===== config.mk =====
export PLATFORM = sky130hd
export DESIGN_NAME = linear_probe_hash_table_unit_flat
export DESIGN_NICKNAME = d
export VERILOG_FILES = /design/src/hdl/lpht_pkg.sv /design/src/hdl/lpht_req_if.sv /design/src/hdl/lpht_rsp_if.sv /design/src/hdl/lpht_rem.sv /design/src/hdl/lpht_slot_mem.sv /design/src/hdl/linear_probe_hash_table_unit.sv /design/src/flat_wrapper.sv
export VERILOG_INCLUDE_DIRS = /design/src /design/src/hdl
export SDC_FILE = /design/constraint.sdc
export NUM_CORES = 2
export LEC_CHECK = 0
export BUFFER_PORTS_ARGS = -buffer_cell sky130_fd_sc_hd__buf_4
export CORE_UTILIZATION = 60
export CTS_BUF_LIST = sky130_fd_sc_hd__clkbuf_2 sky130_fd_sc_hd__clkbuf_4 sky130_fd_sc_hd__clkbuf_8
export DETAILED_ROUTE_END_ITERATION = 6
export MAX_ROUTING_LAYER = met4
export PLACE_DENSITY = 0.8
export SLEW_MARGIN = 10
export SYNTH_ARGS = -nofsm -noshare
export SYNTH_HDL_FRONTEND = slang
export SYNTH_SLANG_ARGS = --single-unit

===== constraint.sdc =====
create_clock -name clock -period 21.1 [get_ports clock]
set_clock_uncertainty 0.2 [all_clocks]
set_input_delay 4.22 -clock clock [delete_from_list [all_inputs] [get_ports clock]]
set_output_delay 4.22 -clock clock [all_outputs]
set_load 0.02 [all_outputs]

===== src/hdl/assert_macros.svh =====
// ---------------------------------------------------------------------------
// Assertion macros
// Clocked concurrent assertion wrappers used by the RTL.
// ---------------------------------------------------------------------------
`ifndef ASSERT_MACROS_SVH
`define ASSERT_MACROS_SVH

// Checked on every rising edge of clock, masked while reset is high.
`define LPHT_ASSERT(label, prop, msg) \
   label: assert property (@(posedge clock) disable iff (reset) prop) else $error(msg);

// Checked on every rising edge of clock, reset included.
`define LPHT_ASSERT_ALWAYS(label, prop, msg) \
   label: assert property (@(posedge clock) prop) else $error(msg);

`endif


===== src/hdl/lpht_pkg.sv =====
// ---------------------------------------------------------------------------
// lpht_pkg
// Types and constants of the linear-probe hash table.
// ---------------------------------------------------------------------------
`timescale 1ns / 1ps

package lpht_pkg;

   localparam int unsigned KEY_W    = 31;
   localparam int unsigned VAL_W    = 32;
   localparam int unsigned STATUS_W = 3;

   localparam logic [VAL_W-1:0] MISS_VALUE = '1;

   typedef enum logic {
      CMD_READ  = 1'b0,
      CMD_WRITE = 1'b1
   } command_type;

   typedef enum logic [STATUS_W-1:0] {
      STATUS_READ_HIT  = 3'd0,
      STATUS_READ_MISS = 3'd1,
      STATUS_WRITE_UPD = 3'd2,
      STATUS_WRITE_INS = 3'd3,
      STATUS_FULL      = 3'd4
   } status_type;

   typedef enum logic [2:0] {
      ST_CLEAR,
      ST_IDLE,
      ST_HASH_KEY,
      ST_HASH_SLOT,
      ST_PROBE,
      ST_DONE
   } state_type;

   typedef struct packed {
      logic             valid;
      logic [KEY_W-1:0] key;
      logic [VAL_W-1:0] value;
   } slot_entry_type;

   // write port of the slot memory
   typedef struct packed {
      logic           en;
      slot_entry_type data;
   } slot_wr_type;

endpackage


===== src/hdl/lpht_req_if.sv =====
// ---------------------------------------------------------------------------
// lpht_req_if
// Command channel: valid/ready plus command, key and write value.
// ---------------------------------------------------------------------------
`timescale 1ns / 1ps

interface lpht_req_if;
   logic                           valid;
   logic                           ready;
   logic                           command;
   logic [lpht_pkg::KEY_W-1:0]     lookup_key;
   logic signed [lpht_pkg::VAL_W-1:0] write_value;

   modport source (output valid, output command, output lookup_key,
                   output write_value, input ready);
   modport sink   (input valid, input command, input lookup_key,
                   input write_value, output ready);
endinterface


===== src/hdl/lpht_rsp_if.sv =====
// ---------------------------------------------------------------------------
// lpht_rsp_if
// Result channel: valid/ready plus status and value.
// ---------------------------------------------------------------------------
`timescale 1ns / 1ps

interface lpht_rsp_if;
   logic                              valid;
   logic                              ready;
   logic [lpht_pkg::STATUS_W-1:0]     status;
   logic signed [lpht_pkg::VAL_W-1:0] read_value;

   modport source (output valid, output status, output read_value, input ready);
   modport sink   (input valid, input status, input read_value, output ready);
endinterface


===== src/hdl/lpht_rem.sv =====
// ---------------------------------------------------------------------------
// lpht_rem
// Remainder by a constant: reciprocal multiply into prod_ff, then multiply
// back and subtract into rem_ff. DIVIDEND_W must be at least $clog2(DIVISOR).
// ---------------------------------------------------------------------------
`timescale 1ns / 1ps

module lpht_rem #(
   parameter int unsigned DIVIDEND_W = 31,
   parameter int unsigned DIVISOR    = 20,
   parameter int unsigned REM_W      = 5
) (
   input  logic                  clock,
   input  logic                  reset,
   input  logic                  start,
   input  logic [DIVIDEND_W-1:0] dividend,
   output logic                  done,
   output logic [REM_W-1:0]      remainder
);

   // quotient = (x * RECIP) >> SHIFT, exact for every x below 2**DIVIDEND_W
   localparam int unsigned LOG_D   = $clog2(DIVISOR);
   localparam int unsigned DIV_W   = $clog2(DIVISOR + 1);
   localparam int unsigned SHIFT   = DIVIDEND_W + LOG_D;
   localparam int unsigned RECIP_W = DIVIDEND_W + 1;
   localparam int unsigned PROD_W  = DIVIDEND_W + RECIP_W;
   localparam int unsigned QUOT_W  = PROD_W - SHIFT;
   localparam int unsigned CALC_W  = DIVIDEND_W + DIV_W;
   localparam logic [63:0] RECIP_FULL =
      ((64'd1 << SHIFT) + 64'(DIVISOR) - 64'd1) / 64'(DIVISOR);
   localparam logic [RECIP_W-1:0] RECIP = RECIP_FULL[RECIP_W-1:0];

   logic                  stage_ff, stage_in;
   logic                  done_ff, done_in;
   logic [DIVIDEND_W-1:0] x_ff, x_in;
   logic [PROD_W-1:0]     prod_ff, prod_in;
   logic [REM_W-1:0]      rem_ff, rem_in;

   logic [QUOT_W-1:0]     quot;
   logic [CALC_W-1:0]     diff;

   assign quot = prod_ff[PROD_W-1:SHIFT];
   assign diff = CALC_W'(x_ff) - CALC_W'(quot) * CALC_W'(DIVISOR);

   always_comb begin
      stage_in = start;
      done_in  = stage_ff;
      x_in     = x_ff;
      prod_in  = prod_ff;
      rem_in   = rem_ff;
      if (start) begin
         x_in    = dividend;
         prod_in = PROD_W'(dividend) * PROD_W'(RECIP);
      end
      if (stage_ff) begin
         rem_in = diff[REM_W-1:0];
      end
   end

   always_ff @(posedge clock) begin
      if (reset) begin
         stage_ff <= 1'b0;
         done_ff  <= 1'b0;
      end else begin
         stage_ff <= stage_in;
         done_ff  <= done_in;
      end
   end

   always_ff @(posedge clock) begin
      x_ff    <= x_in;
      prod_ff <= prod_in;
      rem_ff  <= rem_in;
   end

   assign done      = done_ff;
   assign remainder = rem_ff;

endmodule


===== src/hdl/lpht_slot_mem.sv =====
// ---------------------------------------------------------------------------
// lpht_slot_mem
// Slot store: one write port, one read port, registered read data.
// ---------------------------------------------------------------------------
`timescale 1ns / 1ps

module lpht_slot_mem #(
   parameter int unsigned DEPTH = 16,
   parameter int unsigned ADDR_W = 4
) (
   input  logic                           clock,
   input  lpht_pkg::slot_wr_type          wr,
   input  logic [ADDR_W-1:0]              wr_addr,
   input  logic [ADDR_W-1:0]              rd_addr,
   output lpht_pkg::slot_entry_type       rd_data
);

   lpht_pkg::slot_entry_type slot_mem_ff [DEPTH];
   lpht_pkg::slot_entry_type rd_data_ff;

   always_ff @(posedge clock) begin
      if (wr.en) begin
         slot_mem_ff[wr_addr] <= wr.data;
      end
      rd_data_ff <= slot_mem_ff[rd_addr];
   end

   assign rd_data = rd_data_ff;

endmodule


===== src/hdl/linear_probe_hash_table_unit.sv =====
// ---------------------------------------------------------------------------
// linear_probe_hash_table_unit
// Key/value table of SLOTS entries, open addressing with linear probing.
// A read returns the value stored for the key (status read hit) or -1 with
// status read miss. A write updates a matching key (write updated), claims
// the first empty slot on its probe path (write inserted), or, when every
// slot holds another key, is dropped with status table full; writes echo
// their value. There is no delete. One command is in flight at a time:
// the home slot (key mod HASH_MOD) mod SLOTS comes from two remainder
// units in turn, each a reciprocal multiply then a multiply back and
// subtract, then the probe loop reads one slot per cycle from the slot
// memory, P probes with P from 1 to SLOTS, and ST_DONE loads the output
// register. The next command is accepted once that load is done. A
// finished response sits in the output register, so the next command
// is taken while it waits; a second finished response stalls until
// that register drains. After reset a clearing pass writes every slot
// in turn and zeroes the valid marks in memory; req_port.ready stays
// low until it ends.
// ---------------------------------------------------------------------------
`timescale 1ns / 1ps
`include "assert_macros.svh"

module linear_probe_hash_table_unit #(
   parameter int unsigned SLOTS    = 16,
   parameter int unsigned HASH_MOD = 20
) (
   input  logic             clock,
   input  logic             reset,
   lpht_req_if.sink         req_port,
   lpht_rsp_if.source       rsp_port
);

   localparam int unsigned IDX_W     = $clog2(SLOTS);
   localparam int unsigned CNT_W     = $clog2(SLOTS + 1);
   localparam int unsigned MOD_REM_W = (HASH_MOD > 1) ? $clog2(HASH_MOD) : 1;
   localparam int unsigned FOLD_W    = (MOD_REM_W > IDX_W) ? MOD_REM_W : IDX_W;
   localparam logic [IDX_W-1:0] LAST_IDX = IDX_W'(SLOTS - 1);

   // ---- control state ----
   lpht_pkg::state_type state_ff, state_in;
   logic [IDX_W-1:0]    clr_idx_ff, clr_idx_in;

   // ---- command being served ----
   lpht_pkg::command_type         cmd_ff, cmd_in;
   logic [lpht_pkg::KEY_W-1:0]    key_ff, key_in;
   logic [lpht_pkg::VAL_W-1:0]    val_ff, val_in;
   logic [IDX_W-1:0]              idx_ff, idx_in;      // slot whose data is on rd_data
   logic [CNT_W-1:0]              cnt_ff, cnt_in;      // probes already made
   lpht_pkg::status_type          res_status_ff, res_status_in;
   logic [lpht_pkg::VAL_W-1:0]    res_value_ff, res_value_in;

   // ---- output register ----
   logic                          rsp_valid_ff, rsp_valid_in;
   lpht_pkg::status_type          rsp_status_ff, rsp_status_in;
   logic [lpht_pkg::VAL_W-1:0]    rsp_value_ff, rsp_value_in;

   // ---- remainder units ----
   logic                           mod_start;
   logic                           mod_done;
   logic [MOD_REM_W-1:0]           mod_result;
   logic                           slot_start;
   logic                           slot_done;
   logic [FOLD_W-1:0]              fold_dividend;
   logic [IDX_W-1:0]               slot_result;

   // ---- slot memory ----
   lpht_pkg::slot_wr_type          mem_wr;
   logic [IDX_W-1:0]               mem_wr_addr;
   logic [IDX_W-1:0]               mem_rd_addr;
   lpht_pkg::slot_entry_type       mem_rd_data;

   logic                           key_match;
   logic                           last_probe;
   logic                           rsp_load;
   logic [IDX_W-1:0]               idx_next;

   // key mod HASH_MOD, straight from the command bus at accept
   lpht_rem #(
      .DIVIDEND_W (lpht_pkg::KEY_W),
      .DIVISOR    (HASH_MOD),
      .REM_W      (MOD_REM_W)
   ) u_rem_mod (
      .clock     (clock),
      .reset     (reset),
      .start     (mod_start),
      .dividend  (req_port.lookup_key),
      .done      (mod_done),
      .remainder (mod_result)
   );

   // folds the first remainder into the slot range
   lpht_rem #(
      .DIVIDEND_W (FOLD_W),
      .DIVISOR    (SLOTS),
      .REM_W      (IDX_W)
   ) u_rem_slot (
      .clock     (clock),
      .reset     (reset),
      .start     (slot_start),
      .dividend  (fold_dividend),
      .done      (slot_done),
      .remainder (slot_result)
   );

   lpht_slot_mem #(
      .DEPTH  (SLOTS),
      .ADDR_W (IDX_W)
   ) u_slot_mem (
      .clock   (clock),
      .wr      (mem_wr),
      .wr_addr (mem_wr_addr),
      .rd_addr (mem_rd_addr),
      .rd_data (mem_rd_data)
   );

   assign fold_dividend = FOLD_W'(mod_result);
   assign key_match  = mem_rd_data.valid && (mem_rd_data.key == key_ff);
   assign last_probe = (cnt_ff == CNT_W'(SLOTS - 1));
   assign idx_next   = (idx_ff == LAST_IDX) ? '0 : idx_ff + 1'b1;

   // Next state and datapath control. Memory reads are issued one slot
   // ahead, so each cycle in ST_PROBE checks one slot. A write lands in
   // ST_PROBE and the next command's first read comes two hash passes
   // later, so the read-after-write hazard cannot occur.
   always_comb begin
      state_in      = state_ff;
      clr_idx_in    = clr_idx_ff;
      cmd_in        = cmd_ff;
      key_in        = key_ff;
      val_in        = val_ff;
      idx_in        = idx_ff;
      cnt_in        = cnt_ff;
      res_status_in = res_status_ff;
      res_value_in  = res_value_ff;
      rsp_load      = 1'b0;

      req_port.ready = 1'b0;

      mod_start  = 1'b0;
      slot_start = 1'b0;

      mem_wr.en         = 1'b0;
      mem_wr.data.valid = 1'b1;
      mem_wr.data.key   = key_ff;
      mem_wr.data.value = val_ff;
      mem_wr_addr       = idx_ff;
      mem_rd_addr       = idx_ff;

      unique case (state_ff)
         lpht_pkg::ST_CLEAR: begin
            mem_wr.en   = 1'b1;
            mem_wr.data = '0;
            mem_wr_addr = clr_idx_ff;
            clr_idx_in  = (clr_idx_ff == LAST_IDX) ? '0 : clr_idx_ff + 1'b1;
            if (clr_idx_ff == LAST_IDX) begin
               state_in = lpht_pkg::ST_IDLE;
            end
         end

         lpht_pkg::ST_IDLE: begin
            req_port.ready = 1'b1;
            if (req_port.valid) begin
               cmd_in    = lpht_pkg::command_type'(req_port.command);
               key_in    = req_port.lookup_key;
               val_in    = req_port.write_value;
               mod_start = 1'b1;
               state_in  = lpht_pkg::ST_HASH_KEY;
            end
         end

         lpht_pkg::ST_HASH_KEY: begin
            // second pass folds key mod HASH_MOD into the slot range
            if (mod_done) begin
               slot_start = 1'b1;
               state_in   = lpht_pkg::ST_HASH_SLOT;
            end
         end

         lpht_pkg::ST_HASH_SLOT: begin
            mem_rd_addr = slot_result;
            if (slot_done) begin
               idx_in   = slot_result;
               cnt_in   = '0;
               state_in = lpht_pkg::ST_PROBE;
            end
         end

         lpht_pkg::ST_PROBE: begin
            mem_rd_addr = idx_next;
            if (cmd_ff == lpht_pkg::CMD_READ) begin
               priority if (key_match) begin
                  res_status_in = lpht_pkg::STATUS_READ_HIT;
                  res_value_in  = mem_rd_data.value;
                  state_in      = lpht_pkg::ST_DONE;
               end else if (last_probe) begin
                  res_status_in = lpht_pkg::STATUS_READ_MISS;
                  res_value_in  = lpht_pkg::MISS_VALUE;
                  state_in      = lpht_pkg::ST_DONE;
               end else begin
                  idx_in = idx_next;
                  cnt_in = cnt_ff + 1'b1;
               end
            end else begin
               res_value_in = val_ff;
               priority if (!mem_rd_data.valid) begin
                  mem_wr.en     = 1'b1;
                  res_status_in = lpht_pkg::STATUS_WRITE_INS;
                  state_in      = lpht_pkg::ST_DONE;
               end else if (key_match) begin
                  mem_wr.en     = 1'b1;
                  res_status_in = lpht_pkg::STATUS_WRITE_UPD;
                  state_in      = lpht_pkg::ST_DONE;
               end else if (last_probe) begin
                  res_status_in = lpht_pkg::STATUS_FULL;
                  state_in      = lpht_pkg::ST_DONE;
               end else begin
                  idx_in = idx_next;
                  cnt_in = cnt_ff + 1'b1;
               end
            end
         end

         lpht_pkg::ST_DONE: begin
            // hand over once the output register is free or draining
            if (!rsp_valid_ff || rsp_port.ready) begin
               rsp_load = 1'b1;
               state_in = lpht_pkg::ST_IDLE;
            end
         end

         default: begin
            state_in = lpht_pkg::ST_IDLE;
         end
      endcase
   end

   // output register
   always_comb begin
      rsp_status_in = rsp_status_ff;
      rsp_value_in  = rsp_value_ff;
      if (rsp_load) begin
         rsp_valid_in  = 1'b1;
         rsp_status_in = res_status_ff;
         rsp_value_in  = res_value_ff;
      end else if (rsp_port.ready) begin
         rsp_valid_in = 1'b0;
      end else begin
         rsp_valid_in = rsp_valid_ff;
      end
   end

   always_ff @(posedge clock) begin
      if (reset) begin
         state_ff     <= lpht_pkg::ST_CLEAR;
         clr_idx_ff   <= '0;
         rsp_valid_ff <= 1'b0;
      end else begin
         state_ff     <= state_in;
         clr_idx_ff   <= clr_idx_in;
         rsp_valid_ff <= rsp_valid_in;
      end
   end

   always_ff @(posedge clock) begin
      cmd_ff        <= cmd_in;
      key_ff        <= key_in;
      val_ff        <= val_in;
      idx_ff        <= idx_in;
      cnt_ff        <= cnt_in;
      res_status_ff <= res_status_in;
      res_value_ff  <= res_value_in;
      rsp_status_ff <= rsp_status_in;
      rsp_value_ff  <= rsp_value_in;
   end

   assign rsp_port.valid      = rsp_valid_ff;
   assign rsp_port.status     = rsp_status_ff;
   assign rsp_port.read_value = rsp_value_ff;

   // ---- assertions ----
   `LPHT_ASSERT_ALWAYS(a_reset_clears, reset |=> state_ff == lpht_pkg::ST_CLEAR,
      "reset did not start the clearing pass")
   `LPHT_ASSERT(a_mod_done_in_hash, mod_done |-> state_ff == lpht_pkg::ST_HASH_KEY,
      "key remainder arrived outside its hash pass")
   `LPHT_ASSERT(a_slot_done_in_hash, slot_done |-> state_ff == lpht_pkg::ST_HASH_SLOT,
      "slot remainder arrived outside its hash pass")
   `LPHT_ASSERT(a_probe_bound, state_ff == lpht_pkg::ST_PROBE |-> cnt_ff < CNT_W'(SLOTS),
      "probe count ran past the table size")
   `LPHT_ASSERT(a_write_states,
      mem_wr.en |-> (state_ff == lpht_pkg::ST_CLEAR ||
                     (state_ff == lpht_pkg::ST_PROBE && cmd_ff == lpht_pkg::CMD_WRITE)),
      "slot memory written outside clear or a write probe")

endmodule

===== src/flat_wrapper.sv =====
// flat-port wrapper written by rule: the top's interface ports become plain ports
module linear_probe_hash_table_unit_flat 
#(
   parameter int unsigned SLOTS    = 16,
   parameter int unsigned HASH_MOD = 20
)
  (clock, reset, req_port_valid, req_port_command, req_port_lookup_key, req_port_write_value, req_port_ready, rsp_port_valid, rsp_port_status, rsp_port_read_value, rsp_port_ready);
  lpht_req_if req_port_i ();
  lpht_rsp_if rsp_port_i ();
  input  logic clock;
  input  logic reset;
  input wire logic [$bits(req_port_i.valid)-1:0] req_port_valid;
  input wire logic [$bits(req_port_i.command)-1:0] req_port_command;
  input wire logic [$bits(req_port_i.lookup_key)-1:0] req_port_lookup_key;
  input wire logic [$bits(req_port_i.write_value)-1:0] req_port_write_value;
  output wire logic [$bits(req_port_i.ready)-1:0] req_port_ready;
  output wire logic [$bits(rsp_port_i.valid)-1:0] rsp_port_valid;
  output wire logic [$bits(rsp_port_i.status)-1:0] rsp_port_status;
  output wire logic [$bits(rsp_port_i.read_value)-1:0] rsp_port_read_value;
  input wire logic [$bits(rsp_port_i.ready)-1:0] rsp_port_ready;
  assign req_port_i.valid = req_port_valid;
  assign req_port_i.command = req_port_command;
  assign req_port_i.lookup_key = req_port_lookup_key;
  assign req_port_i.write_value = req_port_write_value;
  assign req_port_ready = req_port_i.ready;
  assign rsp_port_valid = rsp_port_i.valid;
  assign rsp_port_status = rsp_port_i.status;
  assign rsp_port_read_value = rsp_port_i.read_value;
  assign rsp_port_i.ready = rsp_port_ready;
  linear_probe_hash_table_unit #(.SLOTS(SLOTS), .HASH_MOD(HASH_MOD)) u_core (.clock(clock), .reset(reset), .req_port(req_port_i), .rsp_port(rsp_port_i));
endmodule

[Word-level counts from Yosys, hierarchy flattened]
Memory sizes are Yosys's and may differ from the RTL's. A register that Yosys moved wholly into a read port is not among the register bits.
Index checks and enable logic that the tools add are counted.
Storage, ports and cells
  flip-flop bits (word level): 234
  bits in latches: 0
  bits in writable memories: 1024
  bits in read-only memories: 0
  input port bits: 68
  output and inout port bits: 37
  logic and storage cells: 108
  memories: 1
Operators by class
  add/subtract/negate cells: 5
  multiply operators: 2
  div/mod/pow operators: 0
  order comparisons: 0
  equality and inequality tests: 16
  shifts and indexed selects: 0
  mux-type cells: 51
  bitwise gates (word level): 0
  reductions and logical operators: 12
Memory list
  u_core.u_slot_mem.slot_mem_ff: depth 16, bits a word 64, read ports 1, clocked after memory_dff 1, wr ports 1, line lpht_slot_mem.sv:18  | lpht_pkg::slot_entry_type slot_mem_ff [DEPTH];
Operator list (count)
  two-way mux 32 bit: 3
  two-way mux 64 bit: 1
  multiplier 31 x 32 -> 63 bit (second input constant): 1
  two-way mux 3 bit: 15
  two-way mux 4 bit: 8
  == test 31 bit: 1
  multiplier 27 x 3 -> 2 bit (second input constant): 1
  two-way mux 5 bit: 5
  case mux 3 bit (6 select lines): 1
  case mux 4 bit (2 select lines): 2
  two-way mux 1 bit: 14
  case mux 5 bit (2 select lines): 1
  adder 4 x 1 -> 4 bit (second input constant): 2
  == test 4 bit (second input constant): 2
  == test 3 x 2 -> 1 bit (second input constant): 2
  == test 3 bit (second input constant): 2
  != test 2 bit (second input constant): 3
  AND reduction 3 bit: 2
  adder 5 x 1 -> 5 bit (second input constant): 1
  == test 5 x 4 -> 1 bit (second input constant): 1
  AND reduction 5 bit: 1
  != test 2 x 1 -> 1 bit (second input constant): 2
  AND reduction 2 bit: 2
  nonzero test 2 bit: 2
  other kinds (11): 11

[Longest topological paths before layout]
  depth in word-level cells: 8
  depth in mapped cells: 24
  gate-level depth less buffers: 24

[Cells and area by module]
A second synthesis with hierarchy kept.
Unflattened totals
  cell total of the unflattened synthesis: 2921
  area total of the unflattened synthesis: 54522.3 µm²
Modules (own cells, without submodules)
  lpht_slot_mem: instances 1, cells each 1647, area each 39581.7 µm²
  lpht_rem (u_core.u_rem_mod): instances 1, cells each 784, area each 8246.7 µm²
  linear_probe_hash_table_unit: instances 1, cells each 478, area each 6401.1 µm²
  lpht_rem (u_core.u_rem_slot): instances 1, cells each 12, area each 292.8 µm²

[Worst setup path after synthesis]
No wires, ideal clock.
  kind: input port to flip-flop
  start: in req_port_lookup_key[7]
  end: reg u_core.u_rem_mod.prod_ff[37] (data pin)
  setup time: 0.260 ns
  arrival: 9.619 ns
  path slack: 11.021 ns
  stages on the path: 22
  cells stage by stage: ha_1 -> inv_1 -> fa_1 -> inv_1 -> fa_1 -> inv_1 -> fa_1 -> fa_1 -> inv_1 -> fa_1 -> fa_1 -> inv_1 -> fa_1 -> inv_1 -> ha_1 -> nand4_1 -> nor4_1 -> o211ai_1 -> a31oi_1 -> nand3b_1 -> a31o_2 -> xnor2_1
Between the ends
  longest elaborated chain between the ends: 1
Ends and longest elaborated chain
  from (decl): line flat_wrapper.sv:14  | input wire logic [$bits(req_port_i.lookup_key)-1:0] req_port_lookup_key;
  multiplier 31 x 32 -> 63 bit: line lpht_rem.sv:53  | prod_in = PROD_W'(dividend) * PROD_W'(RECIP);
  to (signal assigned): line lpht_rem.sv:72  | prod_ff <= prod_in;
  to (decl): line lpht_rem.sv:36  | logic [PROD_W-1:0] prod_ff, prod_in;
Every way passes these cells.
A chain may end at the register's enable or synchronous reset.

[Final worst setup path]
Ends and elaborated chain as after synthesis.

==> metrics.csv <==
stage;metric;value;unit
synth;synth_edf_count;1181;
critical_path;cp_max_fo;6;
synth;synth.area.mux_share;0.698;%
timing;min_period;9.81;ns
synth;synth-main-ff-cell;edfxtp_1;
clock_tree;cts_root_buffer;clkbuf_8;
hold_path;hp-class;flip-flop to flip-flop;
synth;synthAdderAreaFrac;9.32;%
critical_path;rrSetupSlack;15.51;ns
timing;rsz0062_at_grt;false;
synth;synthTopCellsByArea;edfxtp_1, fa_1, nand2_1;
critical_path;timing.critical_path.mode_cell;fa_1;
synth;yosysSeqAreaShare;58.6;%
detailed_routing;postRouteAntennaNets;0;
timing;holdWs;0.209;ns
clock_tree;max-clock-path-buffers;3;
detailed_routing;via_count;47500;
power;p_leak;24.9;nW
grt;overflow;0;
placed_design;port_buffers;104;
power;power;9.65;mW
detailed_routing;drt-pass1-iter-count;7;
clock_tree;ctsHoldBuffers;0;
critical_path;r2r_end;u_core.u_slot_mem.slot_mem_ff[3][50];
run_status;violations;DRC;
synth;synth_xor_area_share;0.764;%
timing;worstMarginPinSlew;1.28;ns
critical_path;arrival;10.22;ns
critical_path;max_stage_delay;0.68;ns
synth;syn_inst;5334;
grt;grt_pass1_vias;46700;
timing;max_freq;0.102;GHz
power;peakVddDrop;205;uV
synth;syn_avg_cell_area;11.8;um2
detailed_routing;vias_per_cell;6.91;
grt;grt_pass1_wl;274000;um
grt;antenna_found_initial;5;
synth;synthArstFlopShare;0;%
timing;finalMaxSlewViolations;0;
critical_path;crit_required;21.51;ns
synth;ys_warn_count;0;
die;coreArea;104000;um2
placed_design;gp_congestion;0.908;
critical_path;worst_setup_path_end_kind;flip-flop;
detailed_routing;drt_first_iter_violations;7453;
clock_tree;cts_tree;built;
run_status;status;finished with violations;
timing;slew_headroom;14.1;%
synth;yosysMostFrequentCell;edfxtp_1;
synth;synth_top_cell_by_area;edfxtp_1;
grt;grt_util_all_layers;35.0;%
critical_path;cp_cell_sequence;buf_4 -> ha_1 -> inv_1 -> fa_1 -> inv_1 -> fa_1 -> inv_1 -> fa_1 -> fa_1 -> inv_1 -> fa_1 -> fa_1 -> inv_1 -> fa_1 -> inv_1 -> ha_1 -> nand4_1 -> nor4_1 -> o211ai_1 -> a31oi_1 -> nand3b_1 -> a31o_2 -> xnor2_1;
critical_path;crit_type;input pin to flip-flop;
detailed_routing;remaining_drc_errors;8;
die;fp.dieH;326;um
flow_run;max_cap_violations;0;
clock_tree;cts_setup_buffers;0;
clock_tree;clk_latency;0.94;ns
critical_path;cp-startpoint;req_port_lookup_key[7];
critical_path;rr_worst_depth;5;
cells_and_area;drive_gt1_share;10.6;%
synth;yosysUniqueCellTypes;66;
synth;synth_top_family_by_area;compound AO/OA/AOI/OAI gates;
clock_tree;clock_sinks;1257;
synth;synth_area;63100;um2
grt;grt_max_degree;201;
die;initial_core_util;60.7;%
die;fp.dieArea;106000;um2
timing;tns;0;ns
clock_tree;cts_resized;0;
placed_design;dp_hpwl;97400;um
die;pin_count;105;
cells_and_area;fin_area;69200;um2
synth;synth_top_area_share;56.2;%
synth;synth_nets;5767;
synth;synthTopCellsByCount;edfxtp_1, nand2_1, nor2_1;
timing;finalCritPeriodShare;46.5;%
clock_tree;numCtsBuffers;196;
cells_and_area;area_growth;9.72;%
detailed_routing;drt-total-wl;183000;um
critical_path;cp-start-kind;input pin;
detailed_routing;wire_per_inst;26.7;um
timing;setup_violations;0;
cells_and_area;finish.net_count;5752;
hold_path;whs_endpoint;u_core.rsp_port.read_value[2];
hold_path;holdCritStartpoint;u_core.res_value_ff[2];
synth;synth_compound_area_share;16.8;%
placed_design;placed_cell_area;64900;um2
hold_path;holdPathStages;0;
power;p_per_area;139;nW/um2
clock_tree;htreeDepth;4;
synth;synth-seq-cells;1257;
die;rows;118;
clock_tree;clk_pin_slew;0.07;ns
critical_path;r2r-start;u_core.idx_ff[0];
die;die-width;326;um
critical_path;cp_slowest_cell;fa_1;
timing;hold_viol;0;
synth;synthSimpleGateAreaFrac;9.38;%
==> flip-flops by register name, indices dropped and copies added (netlist names), 4 cells and up <==
| register | cells |
|---|---|
| u_core.cnt_ff | 5 |
| u_core.rsp_port.read_value | 32 |
| u_core.u_rem_slot.prod_ff | 4 |
| u_core.key_ff | 28 |
| u_core.res_value_ff | 32 |
| u_core.idx_ff | 4 |
| u_core.u_slot_mem.rd_data | 64 |
| u_core.u_rem_mod.remainder | 4 |
| u_core.clr_idx_ff | 4 |
| u_core.u_rem_slot.remainder | 4 |
| u_core.u_slot_mem.slot_mem_ff | 1024 |
| u_core.val_ff | 32 |
==> power breakdown <==
part / internal (mW) / switching, mW / total, mW / leakage (nW)
clock: 1.20 / 1.01 / 2.21 / 2.29
combinational: 1.47 / 2.50 / 3.97 / 11.0
sequential: 3.31 / 0.164 / 3.48 / 11.6
total: 5.98 / 3.67 / 9.65 / 24.9
==> how the worst max path moves through the flow <==
stage                                    to  slack [ns]  cells past startpoint
3_5_place_dp   u_core.u_rem_mod.prod_ff[37]       10.39                     23
2_1_floorplan  u_core.u_rem_mod.prod_ff[37]       11.02                     22
4_1_cts        u_core.u_rem_mod.prod_ff[37]       11.33                     23
6_report       u_core.u_rem_mod.prod_ff[37]       11.29                     23
5_1_grt        u_core.u_rem_mod.prod_ff[37]       11.10                     23
3_3_place_gp   u_core.u_rem_mod.prod_ff[37]       10.50                     23
==> cell families after synthesis <==
| family | Yosys count |
|---|---|
| muxes | 44 |
| xor gates and xnor gates | 55 |
| and+or+nand+nor | 1387 |
| AOI/OAI and AO/OA | 1531 |
| adders and majority gates | 365 |
| DFF | 1257 |
| buffers and inverters | 695 |
==> cell type report <==
type	count	area (um2)
clock buffer	288	3580
antenna	2	5.00
tap	1380	1730
inverter	293	1110
multi-input combinational	3382	23600
sequential	1257	37000
clock inverter	83	723
timing repair buffer	189	1470
fill	7342	34700
==> cell usage in the layout (no fill, tap or decap), types with 128 or more instances in the layout <==
cell      instances
a21oi_1         257
a221oi_1        129
a22o_1          128
a22oi_1         133
a31oi_1         217
buf_4           185
clkbuf_8        226
edfxtp_1       1181
fa_1            175
ha_1            190
inv_1           291
nand2_1         715
nor2_1          396
o211ai_1        204
o21ai_0         140
==> stage by stage <==
step           utilization (%)  std cells  setup WS (ns)
2_1_floorplan                -       5334          11.02
3_3_place_gp              62.4       6501          10.50
3_5_place_dp              62.4       6501          10.39
4_1_cts                   66.6       6872          11.33
5_1_grt                   66.6       6874          11.10
6_report                  66.6       6874          11.29
==> worst max-delay path, delay by kind of cell <==
kind            cells  cell delay, ns
fa+ha+maj           9            4.20
simple gates        3            0.71
buf+inv             7            0.52
compound gates      3            0.51
xor+xnor            1            0.06
==> per-layer routing <==
layer | up-vias | GRT usage [%] | share of wire [%]
met1 | 22900 | 44.0 | 36
met3 | 709 | 7.77 | 13
met5 | - | - | 0
met4 | 0 | 17.4 | 5.0
met2 | 3763 | 53.7 | 46
li1 | 20100 | - | -
No activity file was read; power rests on OpenSTA's default activity.
